`src/rtl/core/a64la_pkg.sv`:
```
// ============================================================================
// a64la_pkg: shared constants for the A64 subset line assembler
// Parser step codes, character codes, instruction words and field widths.
// ============================================================================
package a64la_pkg;

  localparam int unsigned SRC_W   = 8;
  localparam int unsigned WORD_W  = 32;
  localparam int unsigned OFS_W   = 10;
  localparam int unsigned CNT_W   = 11;
  localparam int unsigned STEP_W  = 5;
  localparam int unsigned NUM_W   = 16;
  localparam int unsigned REG_W   = 5;

  // Parser steps. The mov form walks 1..8, the svc form 9..13 then its
  // newline step, the ret form 14..15 then its newline step.
  localparam logic [STEP_W-1:0] STEP_START    = 5'd0;
  localparam logic [STEP_W-1:0] STEP_MOV_O    = 5'd1;
  localparam logic [STEP_W-1:0] STEP_MOV_V    = 5'd2;
  localparam logic [STEP_W-1:0] STEP_MOV_SP   = 5'd3;
  localparam logic [STEP_W-1:0] STEP_MOV_X    = 5'd4;
  localparam logic [STEP_W-1:0] STEP_REG      = 5'd5;
  localparam logic [STEP_W-1:0] STEP_COMMA    = 5'd6;
  localparam logic [STEP_W-1:0] STEP_HASH     = 5'd7;
  localparam logic [STEP_W-1:0] STEP_IMM      = 5'd8;
  localparam logic [STEP_W-1:0] STEP_SVC_V    = 5'd9;
  localparam logic [STEP_W-1:0] STEP_SVC_C    = 5'd10;
  localparam logic [STEP_W-1:0] STEP_SVC_SP   = 5'd11;
  localparam logic [STEP_W-1:0] STEP_SVC_HASH = 5'd12;
  localparam logic [STEP_W-1:0] STEP_SVC_ZERO = 5'd13;
  localparam logic [STEP_W-1:0] STEP_RET_E    = 5'd14;
  localparam logic [STEP_W-1:0] STEP_RET_T    = 5'd15;
  localparam logic [STEP_W-1:0] STEP_SVC_NL   = 5'd16;
  localparam logic [STEP_W-1:0] STEP_RET_NL   = 5'd17;

  localparam logic [SRC_W-1:0] CH_M     = 8'h6d;
  localparam logic [SRC_W-1:0] CH_O     = 8'h6f;
  localparam logic [SRC_W-1:0] CH_V     = 8'h76;
  localparam logic [SRC_W-1:0] CH_X     = 8'h78;
  localparam logic [SRC_W-1:0] CH_S     = 8'h73;
  localparam logic [SRC_W-1:0] CH_C     = 8'h63;
  localparam logic [SRC_W-1:0] CH_R     = 8'h72;
  localparam logic [SRC_W-1:0] CH_E     = 8'h65;
  localparam logic [SRC_W-1:0] CH_T     = 8'h74;
  localparam logic [SRC_W-1:0] CH_SPACE = 8'h20;
  localparam logic [SRC_W-1:0] CH_HASH  = 8'h23;
  localparam logic [SRC_W-1:0] CH_COMMA = 8'h2c;
  localparam logic [SRC_W-1:0] CH_NL    = 8'h0a;
  localparam logic [SRC_W-1:0] CH_ZERO  = 8'h30;
  localparam logic [SRC_W-1:0] CH_NINE  = 8'h39;

  localparam logic [WORD_W-1:0] WORD_MOVZ = 32'hd280_0000;
  localparam logic [WORD_W-1:0] WORD_SVC  = 32'hd400_0001;
  localparam logic [WORD_W-1:0] WORD_RET  = 32'hd65f_03c0;

  localparam logic [NUM_W-1:0] REG_LIMIT = 16'd30;
  localparam logic [CNT_W-1:0] CAP_LIMIT = 11'd1024;
  localparam logic [CNT_W-1:0] CAP_RESET = 11'd64;

  localparam logic KIND_WORD   = 1'b0;
  localparam logic KIND_REPORT = 1'b1;

endpackage

```
`src/rtl/core/a64la_in_if.sv`:
```
// ============================================================================
// a64la_in_if: source byte channel
// Valid/ready channel that carries one source character or the end mark.
// ============================================================================
interface a64la_in_if import a64la_pkg::*; ();
  logic             valid;
  logic             ready;
  logic [SRC_W-1:0] src_byte;
  logic             end_mark;

  modport source (output valid, output src_byte, output end_mark, input ready);
  modport sink (input valid, input src_byte, input end_mark, output ready);
endinterface

```
`src/rtl/core/a64la_out_if.sv`:
```
// ============================================================================
// a64la_out_if: result channel
// Valid/ready channel that carries an instruction word or the final report.
// ============================================================================
interface a64la_out_if import a64la_pkg::*; ();
  logic              valid;
  logic              ready;
  logic              out_kind;
  logic [WORD_W-1:0] instr_word;
  logic [OFS_W-1:0]  byte_offset;
  logic [CNT_W-1:0]  total_bytes;
  logic              failed;

  modport source (output valid, output out_kind, output instr_word,
                  output byte_offset, output total_bytes, output failed,
                  input ready);
  modport sink (input valid, input out_kind, input instr_word,
                input byte_offset, input total_bytes, input failed,
                output ready);
endinterface

```
`src/rtl/core/a64la_subset_line_assembler_unit.sv`:
```
// ============================================================================
// a64_subset_line_assembler_unit: streaming line assembler for an A64 subset
// Parses "mov x<reg>, #<imm>", "svc #0" and "ret" lines one byte at a time,
// emits a 32-bit word per completed line that fits, then a final run report.
// ============================================================================
//
// Channel   Dir  Handshake        Payload
// in_if     in   valid/ready      src_byte[7:0], end_mark
// out_if    out  valid/ready      out_kind, instr_word[31:0], byte_offset[9:0],
//                                 total_bytes[10:0], failed
// cfg_*     in   write enable     cfg_wdata[10:0] = code_capacity
//
// One byte is taken per cycle while the parser is not stalled. A transaction
// lands in the input register; when it is processed, the parser step, the
// number accumulator (one multiply by ten and add) and the capacity check
// update together while any result is loaded into the output register. Only a
// full output register that is not being drained stalls the parser, and then
// the input register holds.
// Reset (synchronous, rst_n low) clears both valid flags and the run state,
// and sets the capacity to 64 bytes.
//
module a64_subset_line_assembler_unit
  import a64la_pkg::*;
(
  input  logic             clk,
  input  logic             rst_n,
  a64la_in_if.sink         in_if,
  a64la_out_if.source      out_if,
  input  logic             cfg_we,
  input  logic [CNT_W-1:0] cfg_wdata
);

  // Input register stage.
  logic             in_valid_r;
  logic [SRC_W-1:0] in_byte_r;
  logic             in_end_r;

  // Run state of the parser.
  logic [STEP_W-1:0] step_r, step_nxt;
  logic [NUM_W-1:0]  acc_r, acc_nxt;
  logic [REG_W-1:0]  reg_r, reg_nxt;
  logic              digit_seen_r, digit_seen_nxt;
  logic [CNT_W-1:0]  bytes_r, bytes_nxt;
  logic              err_r, err_nxt;
  logic [CNT_W-1:0]  cap_r;

  // Output register stage.
  logic              out_valid_r, res_valid;
  logic              kind_r, kind_nxt;
  logic [WORD_W-1:0] word_r, word_nxt;
  logic [OFS_W-1:0]  ofs_r, ofs_nxt;
  logic [CNT_W-1:0]  total_r, total_nxt;
  logic              failed_r, failed_nxt;

  logic out_free;
  logic process;

  // The processing stage fires whenever a byte is held and the output slot is
  // free, whether or not the byte produces a result.
  assign out_free = !out_valid_r || out_if.ready;
  assign process  = in_valid_r && out_free;
  assign in_if.ready = !in_valid_r || out_free;

  // Digit handling: the accumulator is widened so that an overflow past
  // 65535 is visible before it is stored.
  logic              is_digit;
  logic [3:0]        digit_val;
  logic [NUM_W+3:0]  acc_x10;
  logic              num_over;

  assign is_digit  = (in_byte_r >= CH_ZERO) && (in_byte_r <= CH_NINE);
  assign digit_val = in_byte_r[3:0];
  assign acc_x10   = {1'b0, acc_r, 3'b000} + {3'b000, acc_r, 1'b0}
                     + {{NUM_W{1'b0}}, digit_val};
  assign num_over  = |acc_x10[NUM_W+3:NUM_W];

  // Capacity check for a line that completes in this cycle.
  logic [CNT_W-1:0] cap_eff;
  logic [CNT_W:0]   bytes_plus4;
  logic             cap_over;

  assign cap_eff     = (cap_r > CAP_LIMIT) ? CAP_LIMIT : cap_r;
  assign bytes_plus4 = {1'b0, bytes_r} + (CNT_W+1)'(4);
  assign cap_over    = bytes_plus4 > {1'b0, cap_eff};

  // Expected character and successor for the fixed-text steps.
  logic [SRC_W-1:0]  exp_char;
  logic [STEP_W-1:0] step_succ;

  always_comb begin
    exp_char  = CH_SPACE;
    step_succ = step_r + STEP_W'(1);
    case (step_r)
      STEP_MOV_O:    exp_char = CH_O;
      STEP_MOV_V:    exp_char = CH_V;
      STEP_MOV_SP:   exp_char = CH_SPACE;
      STEP_MOV_X:    exp_char = CH_X;
      STEP_SVC_V:    exp_char = CH_V;
      STEP_SVC_C:    exp_char = CH_C;
      STEP_SVC_SP:   exp_char = CH_SPACE;
      STEP_SVC_HASH: exp_char = CH_HASH;
      STEP_SVC_ZERO: begin
        exp_char  = CH_ZERO;
        step_succ = STEP_SVC_NL;
      end
      STEP_RET_E:    exp_char = CH_E;
      STEP_RET_T: begin
        exp_char  = CH_T;
        step_succ = STEP_RET_NL;
      end
      default: begin
        exp_char  = CH_SPACE;
        step_succ = step_r + STEP_W'(1);
      end
    endcase
  end

  // Main parser: next run state and the result that this byte causes.
  logic              line_done;
  logic [WORD_W-1:0] line_word;

  always_comb begin
    step_nxt       = step_r;
    acc_nxt        = acc_r;
    reg_nxt        = reg_r;
    digit_seen_nxt = digit_seen_r;
    bytes_nxt      = bytes_r;
    err_nxt        = err_r;
    res_valid      = 1'b0;
    kind_nxt       = KIND_WORD;
    word_nxt       = '0;
    ofs_nxt        = '0;
    total_nxt      = '0;
    failed_nxt     = 1'b0;
    line_done      = 1'b0;
    line_word      = WORD_RET;

    if (process) begin
      if (in_end_r) begin
        // Final report, then a fresh run.
        res_valid      = 1'b1;
        kind_nxt       = KIND_REPORT;
        failed_nxt     = err_r || (step_r != STEP_START);
        total_nxt      = failed_nxt ? '0 : bytes_r;
        step_nxt       = STEP_START;
        acc_nxt        = '0;
        reg_nxt        = '0;
        digit_seen_nxt = 1'b0;
        bytes_nxt      = '0;
        err_nxt        = 1'b0;
      end else if (!err_r) begin
        case (step_r)
          STEP_START: begin
            if (in_byte_r == CH_M) begin
              step_nxt = STEP_MOV_O;
            end else if (in_byte_r == CH_S) begin
              step_nxt = STEP_SVC_V;
            end else if (in_byte_r == CH_R) begin
              step_nxt = STEP_RET_E;
            end else begin
              err_nxt = 1'b1;
            end
          end
          STEP_MOV_O, STEP_MOV_V, STEP_MOV_SP, STEP_MOV_X,
          STEP_SVC_V, STEP_SVC_C, STEP_SVC_SP, STEP_SVC_HASH, STEP_SVC_ZERO,
          STEP_RET_E, STEP_RET_T: begin
            if (in_byte_r == exp_char) begin
              step_nxt = step_succ;
              if (step_r == STEP_MOV_X) begin
                acc_nxt        = '0;
                digit_seen_nxt = 1'b0;
              end
            end else begin
              err_nxt = 1'b1;
            end
          end
          STEP_REG: begin
            if (is_digit) begin
              if (num_over) begin
                err_nxt = 1'b1;
              end else begin
                acc_nxt        = acc_x10[NUM_W-1:0];
                digit_seen_nxt = 1'b1;
              end
            end else if (in_byte_r == CH_COMMA && digit_seen_r &&
                         acc_r <= REG_LIMIT) begin
              reg_nxt        = acc_r[REG_W-1:0];
              acc_nxt        = '0;
              digit_seen_nxt = 1'b0;
              step_nxt       = STEP_COMMA;
            end else begin
              err_nxt = 1'b1;
            end
          end
          STEP_COMMA: begin
            if (in_byte_r == CH_SPACE) begin
              step_nxt = STEP_HASH;
            end else begin
              err_nxt = 1'b1;
            end
          end
          STEP_HASH: begin
            if (in_byte_r == CH_HASH) begin
              acc_nxt        = '0;
              digit_seen_nxt = 1'b0;
              step_nxt       = STEP_IMM;
            end else begin
              err_nxt = 1'b1;
            end
          end
          STEP_IMM: begin
            if (is_digit) begin
              if (num_over) begin
                err_nxt = 1'b1;
              end else begin
                acc_nxt        = acc_x10[NUM_W-1:0];
                digit_seen_nxt = 1'b1;
              end
            end else if (in_byte_r == CH_NL && digit_seen_r) begin
              line_done = 1'b1;
              line_word = WORD_MOVZ | {11'd0, acc_r, reg_r};
            end else begin
              err_nxt = 1'b1;
            end
          end
          STEP_SVC_NL, STEP_RET_NL: begin
            if (in_byte_r == CH_NL) begin
              line_done = 1'b1;
              line_word = (step_r == STEP_SVC_NL) ? WORD_SVC : WORD_RET;
            end else begin
              err_nxt = 1'b1;
            end
          end
          default: begin
            err_nxt = 1'b1;
          end
        endcase

        // A completed line either emits its word or fails on capacity, in
        // which case the parser state is left where it was.
        if (line_done) begin
          if (cap_over) begin
            err_nxt = 1'b1;
          end else begin
            res_valid      = 1'b1;
            kind_nxt       = KIND_WORD;
            word_nxt       = line_word;
            ofs_nxt        = bytes_r[OFS_W-1:0];
            bytes_nxt      = bytes_plus4[CNT_W-1:0];
            step_nxt       = STEP_START;
            acc_nxt        = '0;
            reg_nxt        = '0;
            digit_seen_nxt = 1'b0;
          end
        end
      end
    end
  end

  // Control registers.
  always_ff @(posedge clk) begin
    if (!rst_n) begin
      in_valid_r   <= 1'b0;
      out_valid_r  <= 1'b0;
      step_r       <= STEP_START;
      acc_r        <= '0;
      reg_r        <= '0;
      digit_seen_r <= 1'b0;
      bytes_r      <= '0;
      err_r        <= 1'b0;
      cap_r        <= CAP_RESET;
    end else begin
      if (in_if.ready) begin
        in_valid_r <= in_if.valid;
      end
      if (out_free) begin
        out_valid_r <= res_valid;
      end
      step_r       <= step_nxt;
      acc_r        <= acc_nxt;
      reg_r        <= reg_nxt;
      digit_seen_r <= digit_seen_nxt;
      bytes_r      <= bytes_nxt;
      err_r        <= err_nxt;
      if (cfg_we) begin
        cap_r <= cfg_wdata;
      end
    end
  end

  // Payload registers.
  always_ff @(posedge clk) begin
    if (in_if.ready && in_if.valid) begin
      in_byte_r <= in_if.src_byte;
      in_end_r  <= in_if.end_mark;
    end
    if (process && res_valid) begin
      kind_r   <= kind_nxt;
      word_r   <= word_nxt;
      ofs_r    <= ofs_nxt;
      total_r  <= total_nxt;
      failed_r <= failed_nxt;
    end
  end

  assign out_if.valid       = out_valid_r;
  assign out_if.out_kind    = kind_r;
  assign out_if.instr_word  = word_r;
  assign out_if.byte_offset = ofs_r;
  assign out_if.total_bytes = total_r;
  assign out_if.failed      = failed_r;

endmodule

```
`src/flat_wrapper.sv`:
```
// flat-port wrapper written by rule: the top's interface ports become plain ports
module a64_subset_line_assembler_unit_flat import a64la_pkg::*;
  (clk, rst_n, cfg_we, cfg_wdata, in_if_valid, in_if_src_byte, in_if_end_mark, in_if_ready, out_if_valid, out_if_out_kind, out_if_instr_word, out_if_byte_offset, out_if_total_bytes, out_if_failed, out_if_ready);
  a64la_in_if in_if_i ();
  a64la_out_if out_if_i ();
  input  logic clk;
  input  logic rst_n;
  input  logic cfg_we;
  input  logic [CNT_W-1:0] cfg_wdata;
  input wire logic [$bits(in_if_i.valid)-1:0] in_if_valid;
  input wire logic [$bits(in_if_i.src_byte)-1:0] in_if_src_byte;
  input wire logic [$bits(in_if_i.end_mark)-1:0] in_if_end_mark;
  output wire logic [$bits(in_if_i.ready)-1:0] in_if_ready;
  output wire logic [$bits(out_if_i.valid)-1:0] out_if_valid;
  output wire logic [$bits(out_if_i.out_kind)-1:0] out_if_out_kind;
  output wire logic [$bits(out_if_i.instr_word)-1:0] out_if_instr_word;
  output wire logic [$bits(out_if_i.byte_offset)-1:0] out_if_byte_offset;
  output wire logic [$bits(out_if_i.total_bytes)-1:0] out_if_total_bytes;
  output wire logic [$bits(out_if_i.failed)-1:0] out_if_failed;
  input wire logic [$bits(out_if_i.ready)-1:0] out_if_ready;
  assign in_if_i.valid = in_if_valid;
  assign in_if_i.src_byte = in_if_src_byte;
  assign in_if_i.end_mark = in_if_end_mark;
  assign in_if_ready = in_if_i.ready;
  assign out_if_valid = out_if_i.valid;
  assign out_if_out_kind = out_if_i.out_kind;
  assign out_if_instr_word = out_if_i.instr_word;
  assign out_if_byte_offset = out_if_i.byte_offset;
  assign out_if_total_bytes = out_if_i.total_bytes;
  assign out_if_failed = out_if_i.failed;
  assign out_if_i.ready = out_if_ready;
  a64_subset_line_assembler_unit u_core (.clk(clk), .rst_n(rst_n), .in_if(in_if_i), .out_if(out_if_i), .cfg_we(cfg_we), .cfg_wdata(cfg_wdata));
endmodule
```
`config.mk`:
```
export PLATFORM = sky130hd
export DESIGN_NAME = a64_subset_line_assembler_unit_flat
export DESIGN_NICKNAME = d
export VERILOG_FILES = /design/src/rtl/core/a64la_pkg.sv /design/src/rtl/core/a64la_in_if.sv /design/src/rtl/core/a64la_out_if.sv /design/src/rtl/core/a64la_subset_line_assembler_unit.sv /design/src/flat_wrapper.sv
export SDC_FILE = /design/constraint.sdc
export NUM_CORES = 1
export LEC_CHECK = 0
export ABC_AREA = 1
export ABC_CLOCK_PERIOD_IN_PS = 4300
export BUFFER_PORTS_ARGS = -buffer_cell sky130_fd_sc_hd__buf_2
export CAP_MARGIN = 20
export CORE_AREA = 10 10 132 134
export DETAILED_ROUTE_END_ITERATION = 7
export DIE_AREA = 0 0 142 144
export GPL_TIMING_DRIVEN = 0
export PLACE_DENSITY = 0.8
export SYNTH_ARGS = -nofsm -noshare
export SYNTH_HDL_FRONTEND = slang
export SYNTH_SLANG_ARGS = --single-unit
```
`constraint.sdc`:
```
create_clock -name clk -period 4.3 [get_ports clk]
set_input_delay 0.43 -clock clk [delete_from_list [all_inputs] [get_ports clk]]
set_output_delay 0.43 -clock clk [all_outputs]
set_load 0.05 [all_outputs]
```
==> results.txt <==
The flow ran to the end, and the final reports show no timing, DRC or antenna violations. By count the netlist is led by sky130_fd_sc_hd__nand2_1 (286), sky130_fd_sc_hd__nor2_1 (130), sky130_fd_sc_hd__inv_1 (118). The total die area came out at 20450 µm². The clock input transition at the sequential cells of the worst setup and hold paths came out at 0.07 ns.

The worst hold path begins at in_if_src_byte[6]. Pin placement for this block handled 82 I/O pins. Along the worst path, the maximum fanout reaches 19. After synthesis, the largest family of logic cells by area is simple AND/OR/NAND/NOR gates. The register-to-register setup slack came out at 0.46 ns.

The cell that appears most often on the critical path is sky130_fd_sc_hd__nand2_1. The number of failing hold endpoints at the final stage came out at 0. The die extent in y is 144 µm.

The number of setup buffers added after CTS is 0. The hold path endpoint is u_core.in_byte_r[6]$_DFFE_PP_. Across the run, the number of max-cap violations was 0. The XOR/XNOR share of the synthesized area came out at 0.02305. The synthesis-stage register bit count is 104. The number of different library cells in the post-synthesis netlist came out at 42. The maximum vdd drop is 0.0001946 V. The total net switching power is 0.5439 mW. OpenSTA, run right after detailed placement, puts the worst setup slack at 0.6063 ns. Along the worst hold path, the cell count comes to 1. The die is 142 µm wide. The worst register-to-register path ends at u_core.bytes_r[10]$_SDFFE_PN0P_. The number of vias per cell after detailed routing is 5.398.

During synthesis, Yosys emitted a total of 0 warnings. The power per cell area is 251.8 nW/µm². The detailed router finished its first iteration with 697 violations. Of the total power, the share spent switching nets is 0.2643. The stage delay of the slowest cell on the critical path is 0.56 ns. The number of rows created at floorplan is 45. For the pin with the worst max-slew slack, the measured transition is 0.6872 ns.

The largest individual stage delay along the critical path comes from the cell sky130_fd_sc_hd__o21ai_4. The number of placed instances with taps included came out at 1296. The count of mapped cells out of synthesis is 1027. Summed over all cells, the static leakage comes to 3.774 nW.

The compound-gate portion of the synthesized area came out at 0.1033. The buffer levels on the longest clock path came out at 2. The clock network fraction of design power came out at 0.395. The synthesized area per cell is 7.031 µm². The number of cells on the worst reg-to-reg path is 17. In this run the critical register-to-register path is launched from u_core.bytes_r[2]$_SDFFE_PN0P_. The count of buffer and inverter cells on the critical path came out at 2. At the end of routability-driven placement, the weighted congestion stood at 0.9841. The average wire per standard cell came out at 14.70 µm.

The overall overflow remaining after global route is 0. The number of H-tree levels came out at 3. The highest achievable clock rate is 0.2607 GHz. The count of cells resized by post-cts repair is 0.

The post-synthesis adder-cell area fraction came out at 0.08525. The post-layout total power came out at 2.058 mW. The worst-case setup margin in the final layout is 0.4639 ns. The total wire length after detailed routing came out at 19.28 mm. The first global-routing pass estimated 31.46 mm of wire. The number of clock buffers inserted by TritonCTS is 9. The remaining max-slew budget at the tightest pin came out at 0.5401.

The root buffer cell is sky130_fd_sc_hd__clkbuf_16. The count of flip-flops with a built-in enable after synthesis came out at 54. From synthesis to final layout, the design area changed by 13.19%. The count of TritonRoute iterations in the first routing pass is 5. The share of post-route cells with drive strength above 1 came out at 0.1281. The max-slew violation count came out at 0. The cell internal power dissipation is 1.514 mW.

After synthesis, the share of cell area in mux cells is 0. The worst path needs 3.836 ns of the cycle, external delays included. TritonCTS built the clock tree.

Sorting the synthesized cells by area gives the leading types as sky130_fd_sc_hd__edfxtp_1 (22%), sky130_fd_sc_hd__nand2_1 (15%), sky130_fd_sc_hd__dfxtp_1 (14%). The capturing element type of the critical path is a flop. The number of diodes added for antenna fixing is 0. The period utilization is 0.8921.

The fraction of registers with async set or reset after synthesis came out at 0. STA classifies the critical path startpoint as a flop. In the routed design, unresolved DRC markers number 0.

Yosys instantiated no cell more often than sky130_fd_sc_hd__nand2_1. The largest total area in the synthesized netlist belongs to sky130_fd_sc_hd__edfxtp_1. The effective utilization at floorplan came out at 0.4858. Of the total power, registers draw 0.521.

The wire-length estimate of the detail-placed layout is 14.85 mm. The final layout contains 1192 nets. The part of the Yosys area used for sequential elements came out at 0.3632.

The setup skew after layout is 0.007422 ns. The combinational power share came out at 0.084. The share of Yosys cell area claimed by the top area cell type came out at 0.2246. The critical path data arrival time came out at 4.07 ns. Grouping stages by cell kind, the critical path spends the most delay in simple AND/OR/NAND/NOR gates.

The overall fraction of global-route tracks in use is 0.1862. The initial antenna violation count was 0. The number of fill cells in the layout came out at 1430. The hold-fix buffer count after cts came out at 0.

The critical path data required time came out at 4.53 ns. Among all flip-flop cells after synthesis, the most frequent one is sky130_fd_sc_hd__edfxtp_1. The simple-gate share of the synthesized area is 0.3292. The total core area came out at 14860 µm². The critical path in this run is classified as flop to flop. Summing over every cut layer, the via total after detailed routing is 7082. The area of the mapped netlist came out at 7221 µm². Summed over all failing endpoints, the final setup total negative slack is 0 ns. The critical path goes through ha_1 -> nand3_1 -> nor2_1 -> nand2_1 -> nor3_1 -> xor2_1 -> ha_1 -> inv_1 -> o211ai_1 -> a21oi_1 -> nand2_1 -> nand2_1 -> nand2_2 -> o21ai_4 -> clkinv_1 -> nand2_1 -> a21oi_1. Setup repair after global routing left no endpoint under its margin.

The number of sinks driven by the clock tree came out at 104. The worst hold margin is 0.2474 ns. The tightest min-delay check is of the input port to flop type. The via count of the first global-routing pass is 6447. In this run the remaining antenna-violating nets after routing total 0. The final setup violation count came out at 0.

The final cell count without fillers came out at 1312. The number of buffer cells added on primary ports came out at 73. The largest net degree at the start of global routing came out at 30.

The later pin in the worst-skew pair is clocked with a latency of 0.36 ns.
[registers in the layout (all words and copies together), names as in the netlist, 5 cells and up]
signal / flops
u_core.acc_r: 16
u_core.bytes_r: 9
u_core.cap_r: 11
u_core.in_byte_r: 8
u_core.out_if.byte_offset: 8
u_core.out_if.instr_word: 26
u_core.out_if.total_bytes: 9
u_core.reg_r: 5
u_core.step_r: 5
[per-layer routing]
| layer | up-vias | track usage | part of all wire |
|---|---|---|---|
| li1 | 3549 | - | - |
| met1 | 3217 | 0.2515 | 0.44 |
| met2 | 294 | 0.2898 | 0.46 |
| met3 | 22 | 0.04854 | 0.089 |
| met4 | 0 | 0.04519 | 0.014 |
| met5 | - | 0 | 0 |
[cell type report]
type	instances	area, µm²	area share
clock inverter	6	61.31	0.007502
buffer	37	216.5	0.02649
sequential	104	2623	0.3209
inverter	126	473.0	0.05787
timing repair buffer	74	392.9	0.04807
clock buffer	10	229.0	0.02802
multi-input combinational	767	3943	0.4824
tap	188	235.2	0.02878
[power groups by stage]
| stage | Sequential (mW) | Clock [mW] | Combinational [mW] |
|---|---|---|---|
| 2_1_floorplan | 1.11 | 0 | 0.101 |
| 3_3_place_gp | 1.10 | 0 | 0.165 |
| 3_5_place_dp | 1.10 | 0 | 0.171 |
| 4_1_cts | 1.07 | 0.819 | 0.172 |
| 5_1_grt | 1.08 | 0.868 | 0.190 |
| 6_report | 1.07 | 0.812 | 0.172 |
[cell usage in the layout (no fill, tap or decap), types with 2 or more instances in the layout]
master	count
sky130_fd_sc_hd__nand2_2	4
sky130_fd_sc_hd__dfxtp_1	50
sky130_fd_sc_hd__nand2_1	286
sky130_fd_sc_hd__nor3_1	13
sky130_fd_sc_hd__clkbuf_1	14
sky130_fd_sc_hd__inv_6	2
sky130_fd_sc_hd__ha_1	46
sky130_fd_sc_hd__edfxtp_1	54
sky130_fd_sc_hd__buf_6	2
sky130_fd_sc_hd__xor2_1	14
sky130_fd_sc_hd__inv_1	118
sky130_fd_sc_hd__fa_1	2
sky130_fd_sc_hd__inv_2	7
sky130_fd_sc_hd__clkbuf_16	9
sky130_fd_sc_hd__nand4_1	28
sky130_fd_sc_hd__o211ai_1	9
sky130_fd_sc_hd__o21ai_0	52
sky130_fd_sc_hd__and3_1	2
sky130_fd_sc_hd__nor4_1	8
sky130_fd_sc_hd__nor2_1	130
sky130_fd_sc_hd__xnor2_1	5
sky130_fd_sc_hd__buf_2	80
sky130_fd_sc_hd__conb_1	8
sky130_fd_sc_hd__a31oi_1	3
sky130_fd_sc_hd__nor2_2	12
sky130_fd_sc_hd__nand3b_1	2
sky130_fd_sc_hd__nand3_1	60
sky130_fd_sc_hd__buf_4	14
sky130_fd_sc_hd__a21oi_1	69
[how the worst max path moves through the flow]
stage | slack, ns | endpoint | startpoint | depth (start not counted)
final | 0.46 | u_core.bytes_r[10]$_SDFFE_PN0P_ | u_core.bytes_r[2]$_SDFFE_PN0P_ | 17
after global routing | 0.18 | u_core.bytes_r[9]$_SDFFE_PN0P_ | u_core.bytes_r[2]$_SDFFE_PN0P_ | 17
after CTS | 0.57 | u_core.bytes_r[10]$_SDFFE_PN0P_ | u_core.bytes_r[2]$_SDFFE_PN0P_ | 17
after detailed placement | 0.61 | u_core.bytes_r[10]$_SDFFE_PN0P_ | u_core.bytes_r[2]$_SDFFE_PN0P_ | 17
after global placement | -0.80 | u_core.bytes_r[9]$_SDFFE_PN0P_ | u_core.bytes_r[2]$_SDFFE_PN0P_ | 17
after floorplan | 0.20 | u_core.bytes_r[10]$_SDFFE_PN0P_ | u_core.bytes_r[2]$_SDFFE_PN0P_ | 17
[logic make-up after synthesis]
kind of cell	after synthesis
XOR/XNOR	19
AO/OA/AOI/OAI	140
buffers and inverters	163
AND/OR/NAND/NOR	552
other	1
adder cells (fa/ha/maj)	48
flip-flops	104
[through the flow]
step                cell area, µm²    util
finish                        8173  0.5498
global route                  8173  0.5498
CTS                           8173  0.5498
detailed placement            7883  0.5303
global placement              7848  0.5279
floorplan                     7247       -
Power figures use the tool's default switching activity.
